[config.mk]
export PLATFORM = sky130hd
export DESIGN_NAME = dcf77_pulse_frame_decoder
export DESIGN_NICKNAME = d
export VERILOG_FILES = /design/src/design/dcf_pkg.sv /design/src/design/dcf_csr.sv /design/src/design/dcf77_pulse_frame_decoder.sv
export SDC_FILE = /design/constraint.sdc
export NUM_CORES = 1
export LEC_CHECK = 0
export BUFFER_PORTS_ARGS = -buffer_cell sky130_fd_sc_hd__buf_2
export CAP_MARGIN = 20
export CORE_ASPECT_RATIO = 0.75
export CORE_MARGIN = 2
export CORE_UTILIZATION = 50
export DETAILED_ROUTE_END_ITERATION = 10
export GPL_TIMING_DRIVEN = 0
export PLACE_DENSITY = 0.79
export SYNTH_ARGS = -nofsm -noshare
export SYNTH_HDL_FRONTEND = slang
export SYNTH_SLANG_ARGS = --single-unit
[constraint.sdc]
create_clock -name clock -period 16.13 [get_ports clock]
set_clock_uncertainty 0.2 [all_clocks]
set_input_delay 1.613 -clock clock [delete_from_list [all_inputs] [get_ports clock]]
set_output_delay 1.613 -clock clock [all_outputs]
set_load 0.03 [all_outputs]
[src/design/dcf_pkg.sv]
// Package for the DCF77 pulse frame decoder: payload and configuration types,
// result event codes, frame layout constants and the BCD helper.
// Depends on nothing; used by dcf_csr and dcf77_pulse_frame_decoder.
package dcf_pkg;

   localparam int unsigned FrameBits = 59;
   localparam int unsigned PosWidth  = 6;
   localparam int unsigned CsrAddrWidth = 5;

   // Register reset values.
   localparam logic [15:0] SyncGapReset = 16'd1500;
   localparam logic [11:0] ZeroMinReset = 12'd70;
   localparam logic [11:0] ZeroMaxReset = 12'd130;
   localparam logic [11:0] OneMinReset  = 12'd170;
   localparam logic [11:0] OneMaxReset  = 12'd230;

   // Register indexes (byte address divided by four).
   typedef enum logic [2:0] {
      REG_SYNC_GAP = 3'd0,
      REG_ZERO_MIN = 3'd1,
      REG_ZERO_MAX = 3'd2,
      REG_ONE_MIN  = 3'd3,
      REG_ONE_MAX  = 3'd4
   } reg_index_type;

   typedef enum logic [1:0] {
      EV_SYNC     = 2'd0,
      EV_BIT      = 2'd1,
      EV_REJECT   = 2'd2,
      EV_FRAME    = 2'd3
   } event_type;

   typedef enum logic [1:0] {
      SEASON_UNKNOWN = 2'd0,
      SEASON_SUMMER  = 2'd1,
      SEASON_WINTER  = 2'd2
   } season_type;

   typedef struct packed {
      logic        level;
      logic [31:0] now_ms;
   } req_type;

   typedef struct packed {
      logic [1:0] event_res;
      logic [5:0] bit_index;
      logic       bit_value;
      logic [6:0] minute_value;
      logic [5:0] hour_value;
      logic [5:0] day_value;
      logic [4:0] month_value;
      logic [7:0] year_value;
      logic [1:0] season;
   } rsp_type;

   typedef struct packed {
      logic [15:0] sync_gap_ms;
      logic [11:0] zero_min_ms;
      logic [11:0] zero_max_ms;
      logic [11:0] one_min_ms;
      logic [11:0] one_max_ms;
   } cfg_type;

   // Tens digit times ten plus units digit, using shifts for the times ten.
   function automatic logic [7:0] bcd_pair(input logic [3:0] tens, input logic [3:0] units);
      logic [7:0] t;
      t = {4'd0, tens};
      return (t << 3) + (t << 1) + {4'd0, units};
   endfunction

endpackage

[src/design/dcf_csr.sv]
// Configuration register file of the DCF77 decoder behind an APB-style port.
// Depends on dcf_pkg for the register indexes, reset values and cfg_type.
module dcf_csr (
   input  logic                                clock,
   input  logic                                reset,
   input  logic                                psel,
   input  logic                                penable,
   input  logic                                pwrite,
   input  logic [dcf_pkg::CsrAddrWidth-1:0]    paddr,
   input  logic [31:0]                         pwdata,
   output logic [31:0]                         prdata,
   output logic                                pready,
   output dcf_pkg::cfg_type                    cfg
);
   import dcf_pkg::*;

   cfg_type       cfg_ff;
   cfg_type       cfg_in;
   reg_index_type idx;
   logic          wr_en;

   assign idx    = reg_index_type'(paddr[CsrAddrWidth-1:2]);
   assign wr_en  = psel & penable & pwrite;
   assign pready = 1'b1;
   assign cfg    = cfg_ff;

   always_comb begin
      cfg_in = cfg_ff;
      if (wr_en) begin
         unique case (idx)
            REG_SYNC_GAP: cfg_in.sync_gap_ms = pwdata[15:0];
            REG_ZERO_MIN: cfg_in.zero_min_ms = pwdata[11:0];
            REG_ZERO_MAX: cfg_in.zero_max_ms = pwdata[11:0];
            REG_ONE_MIN:  cfg_in.one_min_ms  = pwdata[11:0];
            REG_ONE_MAX:  cfg_in.one_max_ms  = pwdata[11:0];
            default: ;
         endcase
      end
   end

   always_comb begin
      unique case (idx)
         REG_SYNC_GAP: prdata = {16'd0, cfg_ff.sync_gap_ms};
         REG_ZERO_MIN: prdata = {20'd0, cfg_ff.zero_min_ms};
         REG_ZERO_MAX: prdata = {20'd0, cfg_ff.zero_max_ms};
         REG_ONE_MIN:  prdata = {20'd0, cfg_ff.one_min_ms};
         REG_ONE_MAX:  prdata = {20'd0, cfg_ff.one_max_ms};
         default:      prdata = 32'd0;
      endcase
   end

   always_ff @(posedge clock) begin
      if (reset) begin
         cfg_ff.sync_gap_ms <= SyncGapReset;
         cfg_ff.zero_min_ms <= ZeroMinReset;
         cfg_ff.zero_max_ms <= ZeroMaxReset;
         cfg_ff.one_min_ms  <= OneMinReset;
         cfg_ff.one_max_ms  <= OneMaxReset;
      end else begin
         cfg_ff <= cfg_in;
      end
   end

endmodule

[src/design/dcf77_pulse_frame_decoder.sv]
// DCF77 pulse frame decoder (dcf_pkg, dcf_csr): edge detection, pulse widths, frame decode.
// A sample transfer loads the input register; when the sample retires, its result (if any)
// loads the result register that drives rsp_valid. Throughput: one sample per cycle;
// a sample with a result waits in the input register only while a stalled result is held.
// Reset (synchronous, active high) clears the valid bits, edge and frame state and loads the
// register defaults; the 59-bit frame store is not cleared, it is always written first.
module dcf77_pulse_frame_decoder (
   input  logic                                clock,
   input  logic                                reset,
   input  logic                                req_valid,
   output logic                                req_stall,
   input  dcf_pkg::req_type                    req_data,
   output logic                                rsp_valid,
   input  logic                                rsp_stall,
   output dcf_pkg::rsp_type                    rsp_data,
   input  logic                                psel,
   input  logic                                penable,
   input  logic                                pwrite,
   input  logic [dcf_pkg::CsrAddrWidth-1:0]    paddr,
   input  logic [31:0]                         pwdata,
   output logic [31:0]                         prdata,
   output logic                                pready
);
   import dcf_pkg::*;

   localparam logic [PosWidth-1:0] LastPos = PosWidth'(FrameBits - 1);
   localparam logic [PosWidth-1:0] NumPos  = PosWidth'(FrameBits);

   cfg_type cfg;

   // Input register: a sample waits here until its result (if any) can move on.
   logic    in_valid_ff;
   req_type in_data_ff;

   // Decoder state.
   logic                 last_level_ff, last_level_in;
   logic [31:0]          rise_time_ff, rise_time_in;
   logic [31:0]          fall_time_ff, fall_time_in;
   logic                 reading_ff, reading_in;
   logic [PosWidth-1:0]  pos_ff, pos_in;
   logic [FrameBits-1:0] store_ff;

   // Result register.
   logic    rsp_valid_ff;
   rsp_type rsp_data_ff, rsp_data_in;

   logic                edge_seen, rising, falling;
   logic [31:0]         gap, width;
   logic                sync_hit, is_zero, is_one, bit_ok, bit_val;
   logic [PosWidth-1:0] pos_eff;
   logic                has_result, store_wr, advance, out_free;
   logic [7:0]          minute_w, hour_w, day_w, month_w, year_w;

   dcf_csr u_csr (
      .clock   (clock),
      .reset   (reset),
      .psel    (psel),
      .penable (penable),
      .pwrite  (pwrite),
      .paddr   (paddr),
      .pwdata  (pwdata),
      .prdata  (prdata),
      .pready  (pready),
      .cfg     (cfg)
   );

   // Edge detection and the two time differences, both modulo 2^32.
   assign edge_seen = in_data_ff.level != last_level_ff;
   assign rising    = edge_seen & in_data_ff.level;
   assign falling   = edge_seen & ~in_data_ff.level;
   assign gap       = in_data_ff.now_ms - fall_time_ff;
   assign width     = in_data_ff.now_ms - rise_time_ff;

   // A silence longer than the sync threshold marks the start of a minute.
   assign sync_hit = rising && (gap > {16'd0, cfg.sync_gap_ms});

   // Strict bounds on the pulse width; the zero window takes precedence.
   assign is_zero = (width > {20'd0, cfg.zero_min_ms}) && (width < {20'd0, cfg.zero_max_ms});
   assign is_one  = (width > {20'd0, cfg.one_min_ms}) && (width < {20'd0, cfg.one_max_ms});
   assign bit_ok  = is_zero | is_one;
   assign bit_val = ~is_zero;

   // The position never reaches the frame length while reading, but a stale count is
   // folded back to the first bit all the same.
   assign pos_eff = (pos_ff >= NumPos) ? '0 : pos_ff;

   // Every sync and every falling edge while reading produces exactly one result.
   assign has_result = sync_hit | (falling & reading_ff);
   assign store_wr   = falling & reading_ff & bit_ok;

   // The result register is free when empty or when its transfer completes this cycle.
   // A sample without a result retires even while the output is stalled.
   assign out_free  = ~rsp_valid_ff | ~rsp_stall;
   assign advance   = in_valid_ff & (~has_result | out_free);
   assign req_stall = in_valid_ff & ~advance;

   // BCD fields of the frame. Bit 58 is the only bit written in the final cycle, and
   // none of the fields use it, so the stored bits are read directly.
   assign minute_w = bcd_pair({1'b0, store_ff[27:25]}, store_ff[24:21]);
   assign hour_w   = bcd_pair({2'b0, store_ff[34:33]}, store_ff[32:29]);
   assign day_w    = bcd_pair({2'b0, store_ff[41:40]}, store_ff[39:36]);
   assign month_w  = bcd_pair({3'b0, store_ff[49]}, store_ff[48:45]);
   assign year_w   = bcd_pair(store_ff[57:54], store_ff[53:50]);

   // Next state of the decoder and the result for the sample in the input register.
   always_comb begin
      last_level_in = last_level_ff;
      rise_time_in  = rise_time_ff;
      fall_time_in  = fall_time_ff;
      reading_in    = reading_ff;
      pos_in        = pos_ff;
      rsp_data_in   = '0;

      if (rising) begin
         last_level_in = 1'b1;
         rise_time_in  = in_data_ff.now_ms;
         if (sync_hit) begin
            reading_in            = 1'b1;
            pos_in                = '0;
            rsp_data_in.event_res = EV_SYNC;
         end
      end else if (falling) begin
         last_level_in = 1'b0;
         fall_time_in  = in_data_ff.now_ms;
         if (reading_ff) begin
            if (!bit_ok) begin
               reading_in            = 1'b0;
               rsp_data_in.event_res = EV_REJECT;
            end else begin
               pos_in                = pos_eff + 1'b1;
               rsp_data_in.bit_index = pos_eff;
               rsp_data_in.bit_value = bit_val;
               if (pos_eff != LastPos) begin
                  rsp_data_in.event_res = EV_BIT;
               end else begin
                  // The last bit closes the frame: decode and go back to searching.
                  reading_in               = 1'b0;
                  rsp_data_in.event_res    = EV_FRAME;
                  rsp_data_in.minute_value = minute_w[6:0];
                  rsp_data_in.hour_value   = hour_w[5:0];
                  rsp_data_in.day_value    = day_w[5:0];
                  rsp_data_in.month_value  = month_w[4:0];
                  rsp_data_in.year_value   = year_w;
                  priority if (store_ff[17]) begin
                     rsp_data_in.season = SEASON_SUMMER;
                  end else if (store_ff[18]) begin
                     rsp_data_in.season = SEASON_WINTER;
                  end else begin
                     rsp_data_in.season = SEASON_UNKNOWN;
                  end
               end
            end
         end
      end
   end

   // Input register.
   always_ff @(posedge clock) begin
      if (reset) begin
         in_valid_ff <= 1'b0;
      end else if (req_valid && !req_stall) begin
         in_valid_ff <= 1'b1;
      end else if (advance) begin
         in_valid_ff <= 1'b0;
      end
   end

   always_ff @(posedge clock) begin
      if (req_valid && !req_stall) begin
         in_data_ff <= req_data;
      end
   end

   // Decoder state moves only when the sample in the input register retires.
   always_ff @(posedge clock) begin
      if (reset) begin
         last_level_ff <= 1'b0;
         rise_time_ff  <= '0;
         fall_time_ff  <= '0;
         reading_ff    <= 1'b0;
         pos_ff        <= '0;
      end else if (advance) begin
         last_level_ff <= last_level_in;
         rise_time_ff  <= rise_time_in;
         fall_time_ff  <= fall_time_in;
         reading_ff    <= reading_in;
         pos_ff        <= pos_in;
      end
   end

   // Frame store: one bit written per accepted pulse, no reset needed.
   always_ff @(posedge clock) begin
      if (advance && store_wr) begin
         store_ff[pos_eff] <= bit_val;
      end
   end

   // Result register.
   always_ff @(posedge clock) begin
      if (reset) begin
         rsp_valid_ff <= 1'b0;
      end else if (advance && has_result) begin
         rsp_valid_ff <= 1'b1;
      end else if (!rsp_stall) begin
         rsp_valid_ff <= 1'b0;
      end
   end

   always_ff @(posedge clock) begin
      if (advance && has_result) begin
         rsp_data_ff <= rsp_data_in;
      end
   end

   assign rsp_valid = rsp_valid_ff;
   assign rsp_data  = rsp_data_ff;

endmodule
==> out/results.txt, run 1 <==
Mapped Cells: 1820
Leakage: 7.21 nW
CTS tree: done
Slew Limit Fails: 0
final setup TNS: 0 ps
core area: 31400 sq um
RSZ-0062 raised after global routing: no
Yosys cell types: 83
max incr delay on CP: 410 ps
Synth top cells by count: 231 x nand2_1, 160 x inv_1, 157 x nor2_1
via count: 14185
Setup Fix Bufs, Post-CTS: 0
min cycle time layout: 7760 ps
worst slew pin tran: 1100 ps
synth top area cells: edfxtp_1 21%, dfxtp_1 17%, ha_1 12%
Post-DP HPWL: 35100 um
worst path cell trace: inv_1, ha_1, fa_1, nor2b_1, o211ai_1, a211o_1, and2_1, nand2_1, nand3_1, nand2_1, xor2_1, ha_1, nand4_1, nor4_1, a211oi_1, a2111o_1, a2111o_1, or3_1, nor4_2, o21ai_2, nand4_1, inv_1, buf_2
TritonCTS sink count: 248
total track usage: 26.6%
Max-Slew Margin vs Limit: 26.5%
number of global-route vias before repair: 13531
Worst-path clk slew: 70 ps
detailed-router iteration count before antenna repair: 6
nets: 2218
Detailed Route Iter0 Violations: 1294
pre-CTS setup slack: 9000 ps
post-synth top area cell: edfxtp_1
Post-DRT Antenna Nets: 0
top cell type's share of synthesized area: 20.6%
GRT Residual Overflow: 0
Skew-Pair Late Insertion Delay: 570 ps
Setup WS post-layout: 8370 ps
post-CTS sizing: 0
count of final setup violators: 0
fmax: 129 MHz
CP endpoint kind: output port
post-synthesis sequential area ratio: 37.8%
multiplexer share of the synthesized area: 5.39%
Design Area, Final: 18200 sq um
CP startpoint kind: register
Post-synth EDFFs: 110
Cell Area, Placed: 17200 sq um
worst IR drop on VDD: 0.0891 mV
initial antenna violation count: 0
die footprint: 33500 sq um
Die Ht: 159 um
worst-path fanout max: 4
largest family of logic cells by synthesized area: simple AND/OR/NAND/NOR gates
FF+latch count, synth: 248
Synth Area in Simple Gates: 17.7%
initial core utilization: 51.1%
number of diodes: 0
CTS max path bufs: 3
status: finished, final reports clean
count leader, synth: nand2_1
Crit-path slowest cell: fa_1
first-pass GRT wire length: 71600 um
Post-Syn Area: 16000 sq um
class of the worst hold path: register to register
Wirelength per Cell: 18.7 um
WL final: 45200 um
CP required: 14320 ps
Layout fillers: 2759
H-tree depth: 1
cts hold-fix bufs: 0
vias per cell: 5.88
syn_area_per_cell: 8.81 sq um
Hold Fails Final Rpt: 0
Routability Congestion: 0.990
# rows: 56
WP data arrival: 5950 ps
Die Width: 211 um
Max Cap Viol: 0
CTS buffer count: 28
Ports: 155
# port buffers: 117
post-synthesis compound-gate area fraction: 17.2%
area share of fa/ha/maj cells after synthesis: 12.6%
Layout area overhead: 13.6%
Post-Synth XOR/XNOR Area: 2.46%
DRC: 0
clk root buf: clkbuf_16
ys flop type: dfxtp_1
layout cells sized above 1: 11.4%
Synth async-reset ratio: 0%
Setup CP Type: register to output port
pin count of the biggest net entering global routing: 44
pwr dens: 89.7 nW/um^2
Tcrit/Tclk final: 48.1%
synth warn: 0
per-layer routing:
| metal | track usage, % | wire length, um |
|---|---|---|
| met3 | 3.83 | 3670 |
| met2 | 41.6 | 19600 |
| met5 | 0 | 0 |
| met4 | 7.36 | 1200 |
| met1 | 38.4 | 20700 |
per-stage QoR:
step / instances / power (W) / hold WS, ps / utilization (%)
final: 2412 / 0.00163 / 262 / 58.0
after global routing: 2412 / 0.00170 / 278 / 58.0
after CTS: 2411 / 0.00164 / 258 / 57.9
after detailed placement: 2359 / 0.000957 / 250 / 54.7
after global placement: 2358 / 0.000951 / 242 / 54.7
after floorplan: 1835 / 0.000876 / 235 / -
state kept, by name (all words and copies together), names as in the netlist:
register	count
fall_time_ff	32
in_data_ff	33
in_valid_ff	1
last_level_ff	1
pos_ff	6
reading_ff	1
rise_time_ff	32
rsp_data	43
rsp_valid	1
store_ff	34
u_csr.cfg	64
worst max-delay path: cells and delay by family, from the launching register on:
| family | cells | cell delay (ps) |
|---|---|---|
| AND/OR/NAND/NOR | 10 | 2110 |
| AO/OA/AOI/OAI | 6 | 1560 |
| buffers and inverters | 3 | 300 |
| XOR/XNOR | 1 | 80 |
| flip-flops | 1 | 380 |
| adder cells (fa/ha/maj) | 3 | 950 |
cell families after synthesis:
kind of cell | count (synthesis)
mux | 86
compound gates | 423
buf+inv | 256
flops | 248
other cells | 2
xor+xnor | 45
simple gates | 603
fa+ha+maj | 157
worst paths after layout:
path,from,end,slack [ps],cells past startpoint
setup / recovery,in_data_ff[0],req_stall,8370,23
hold / removal,fall_time_ff[18],fall_time_ff[18],260,2
hold reg to reg,fall_time_ff[18],fall_time_ff[18],260,2
setup reg to reg,in_data_ff[0],in_data_ff[4],9640,22
power breakdown:
group	internal, W	switching [W]
sequential	0.000665	0.0000115
clock	0.000406	0.000276
combinational	0.0000973	0.000178
area by class of cell:
class | count | area, sq um | share of cell area, %
clock inverter | 15 | 159 | 0.873
buffer | 94 | 474 | 2.60
timing repair buffer | 119 | 606 | 3.33
multi-input combinational | 1331 | 8940 | 49.1
inverter | 162 | 608 | 3.34
tap | 406 | 508 | 2.79
sequential | 248 | 6070 | 33.3
clock buffer | 37 | 848 | 4.66
placed cells by master, fill, tap and decap left out, types with 28 or more instances in the layout:
cell type / netlist / final
nor3_1: 28 / 28
edfxtp_1: 110 / 110
clkbuf_1: 58 / 59
clkbuf_16: 0 / 31
buf_2: 8 / 126
nand3_1: 35 / 35
nor2_1: 157 / 157
nand2_1: 231 / 231
o21ai_0: 71 / 71
inv_1: 160 / 159
ha_1: 149 / 149
o211ai_1: 37 / 37
and2_1: 30 / 29
dfxtp_1: 138 / 138
mux2i_1: 84 / 84
a21oi_1: 133 / 133
(Power assumes the default switching activity.)
==> inputs of run 2 (changes only) <==
--- a/config.mk
+++ b/config.mk
@@ -5,6 +5,7 @@
 export SDC_FILE = /design/constraint.sdc
 export NUM_CORES = 1
 export LEC_CHECK = 0
+export ABC_AREA = 1
 export BUFFER_PORTS_ARGS = -buffer_cell sky130_fd_sc_hd__buf_2
 export CAP_MARGIN = 20
 export CORE_ASPECT_RATIO = 0.75
==> constraint.sdc (replaced) <==
create_clock -name clock -period 7.4 [get_ports clock]
set_clock_uncertainty 0.2 [all_clocks]
set_input_delay 0.74 -clock clock [delete_from_list [all_inputs] [get_ports clock]]
set_output_delay 0.74 -clock clock [all_outputs]
set_load 0.03 [all_outputs]
==> out/results.txt, run 2 <==
Comb power frac: 19.1%
pwr dens: 188 nW/um^2
ys flop type: dfxtp_1
Post-DP HPWL: 40100 um
most used cell, CP: nand3_1
detailed-router iteration count before antenna repair: 6
GRT Residual Overflow: 0
Net Sw Frac: 30.3%
nets: 2780
worst slew pin tran: 945 ps
CTS tree: done
top cell type's share of synthesized area: 19.7%
CP endpoint kind: output port
pin count of the biggest net entering global routing: 44
Crit-path slowest cell: edfxtp_1
Routability Congestion: 0.966
TritonCTS sink count: 248
Detailed Route Iter0 Violations: 1839
Setup Fix Bufs, Post-CTS: 0
initial core utilization: 50.4%
worst-path fanout max: 5
pre-CTS setup slack: 1960 ps
most frequent cells in the layout: 662 x nand2_1, 433 x inv_1, 199 x a21oi_1
Post-DRT Antenna Nets: 0
Yosys cell types: 49
Worst-path clk slew: 70 ps
WL final: 49700 um
number of global-route vias before repair: 14637
clock share of power: 39.0%
layout cells sized above 1: 8.81%
status: finished, final reports clean
WP data arrival: 4670 ps
initial antenna violation count: 0
first-pass GRT wire length: 78400 um
synth top area cells: edfxtp_1 20%, dfxtp_1 16%, nand2_1 15%
Synth top cells by count: 662 x nand2_1, 434 x inv_1, 199 x a21oi_1
RSZ-0062 raised after global routing: no
H-tree depth: 1
Wirelength per Cell: 16.5 um
Post-synth EDFFs: 110
Skew-Pair Late Insertion Delay: 560 ps
CP required: 6460 ps
switching power: 0.00108 W
FF+latch count, synth: 248
syn_area_per_cell: 7.03 sq um
post-synthesis sequential area ratio: 36.2%
Seq pwr share: 41.9%
final setup TNS: 0 ps
synth warn: 0
vias per cell: 5.31
cts hold-fix bufs: 0
via count: 16029
worst IR drop on VDD: 0.141 mV
worst path cell trace: inv_1, fa_1, inv_1, nand3_1, nand3_1, nand3_1, nand3_1, xor2_1, ha_1, nand2_1, nor4_1, nand3_1, nand2_1, nand3_1, nor2_1, nand2_1, nor2_1, nand2_1, nand2_2, nand2_2, nand3_1, inv_1, buf_2
CTS buffer count: 26
CTS max path bufs: 3
count of final setup violators: 0
fmax: 178 MHz
max incr delay on CP: 580 ps
DRC: 0
min cycle time layout: 5610 ps
clk root buf: clkbuf_16
Slew Limit Fails: 0
Buf/Inv on CP: 4
# port buffers: 118
Setup CP Type: register to output port
core area: 33200 sq um
Max Cap Viol: 0
critical path's top delay family: simple AND/OR/NAND/NOR gates
Layout area overhead: 12.7%
# rows: 58
commonest non-fill, non-tap cell in the layout: nand2_1
Post-Syn Area: 16800 sq um
Mapped Cells: 2383
class of the worst hold path: input port to register
Leakage: 8.96 nW
total track usage: 28.2%
number of diodes: 0
Largest register FFs: 64
Die Width: 215 um
Tcrit/Tclk final: 75.8%
Die Ht: 163 um
Ports: 155
Setup WS post-layout: 1790 ps
post-CTS sizing: 0
P_int: 0.00247 W
Hold Fails Final Rpt: 0
post-synth top area cell: edfxtp_1
Max-Slew Margin vs Limit: 36.8%
Synth async-reset ratio: 0%
die footprint: 35000 sq um
count leader, synth: nand2_1
CP startpoint kind: register
[run 2: cell count changes after synthesis, sizes merged, moves of 21 or more]
cell and delta:
a21o -25, a21oi +67, a22oi -25, and2 -22, clkbuf -28, inv +278, mux2i -84, nand2 +435
nand3 +113, nor2 +43, nor3 +27, o211ai -28, xnor2 -21
[run 2: cell type report]
type | count | area, sq um
repair buffers | 120 | 623
well taps | 450 | 563
plain buffers | 71 | 388
clock buffers | 29 | 662
clock inverters | 19 | 223
multi-input cells | 1637 | 8710
fillers | 3114 | 14300
inverters | 442 | 1660
flip-flops and latches | 248 | 6070
[run 2: kinds of logic after synthesis]
logic type,count (synthesis),share of synthesized area (%)
fa+ha+maj,157,12.1
xor+xnor,31,1.62
simple gates,1107,27.4
flops,248,36.2
buf+inv,513,12.2
compound gates,325,10.5
other cells,2,0.0448
[run 2: path summary, 6_finish.rpt]
check / from / end / slack [ps] / depth (start not counted)
worst max-delay path: in_data_ff[1] / req_stall / 1790 / 23
worst min-delay path: req_data[17] / in_data_ff[17] / 150 / 1
worst max register to register: in_data_ff[1] / rsp_data[31] / 1870 / 24
worst min register to register: rise_time_ff[23] / rise_time_ff[23] / 270 / 2
[run 2: metrics by stage]
| stage | cell area (sq um) | total power, W | utilization (%) | hold WS (ps) | cells |
|---|---|---|---|---|---|
| after floorplan | 16800 | 0.00198 | - | 244 | 2398 |
| after global placement | 18000 | 0.00215 | 54.1 | 253 | 2966 |
| after detailed placement | 18000 | 0.00217 | 54.2 | 257 | 2968 |
| after CTS | 18900 | 0.00353 | 56.8 | 136 | 3016 |
| after global routing | 18900 | 0.00369 | 56.8 | 138 | 3016 |
| final | 18900 | 0.00355 | 56.8 | 149 | 3016 |
[run 2: worst register-to-register path, stage by stage, from the launching register on]
cell      delay [ps]
edfxtp_1         580
inv_1            210
fa_1             510
inv_1            110
nand3_1           70
nand3_1          150
nand3_1          100
nand3_1          160
xor2_1           140
ha_1             290
nand2_1           60
nor4_1           400
nand3_1          120
nand2_1          120
nand3_1          100
nor2_1           110
nand2_1           80
nor2_1            90
nand2_1          150
nand2_2          120
nand2_2           90
a21oi_4          240
buf_6            190
nand2_1           90
inv_2            630
[run 2: power by group through the flow]
stage	sequential (W)	clock [W]	combinational, W
2_1_floorplan	0.00151	0	0.000462
3_3_place_gp	0.00152	0	0.000635
3_5_place_dp	0.00152	0	0.000658
4_1_cts	0.00149	0.00139	0.000663
5_1_grt	0.00149	0.00144	0.000759
6_report	0.00149	0.00138	0.000676
[run 2: layer usage]
layer / share of wire, % / routed length [um] / GRT usage [%] / vias up
met5: 0 / 0 / 0 / -
met4: 1.8 / 885 / 5.55 / 0
met3: 9.8 / 4890 / 5.19 / 68
met1: 46 / 23000 / 41.6 / 7360
li1: - / - / - / 7901
met2: 42 / 20900 / 43.2 / 700
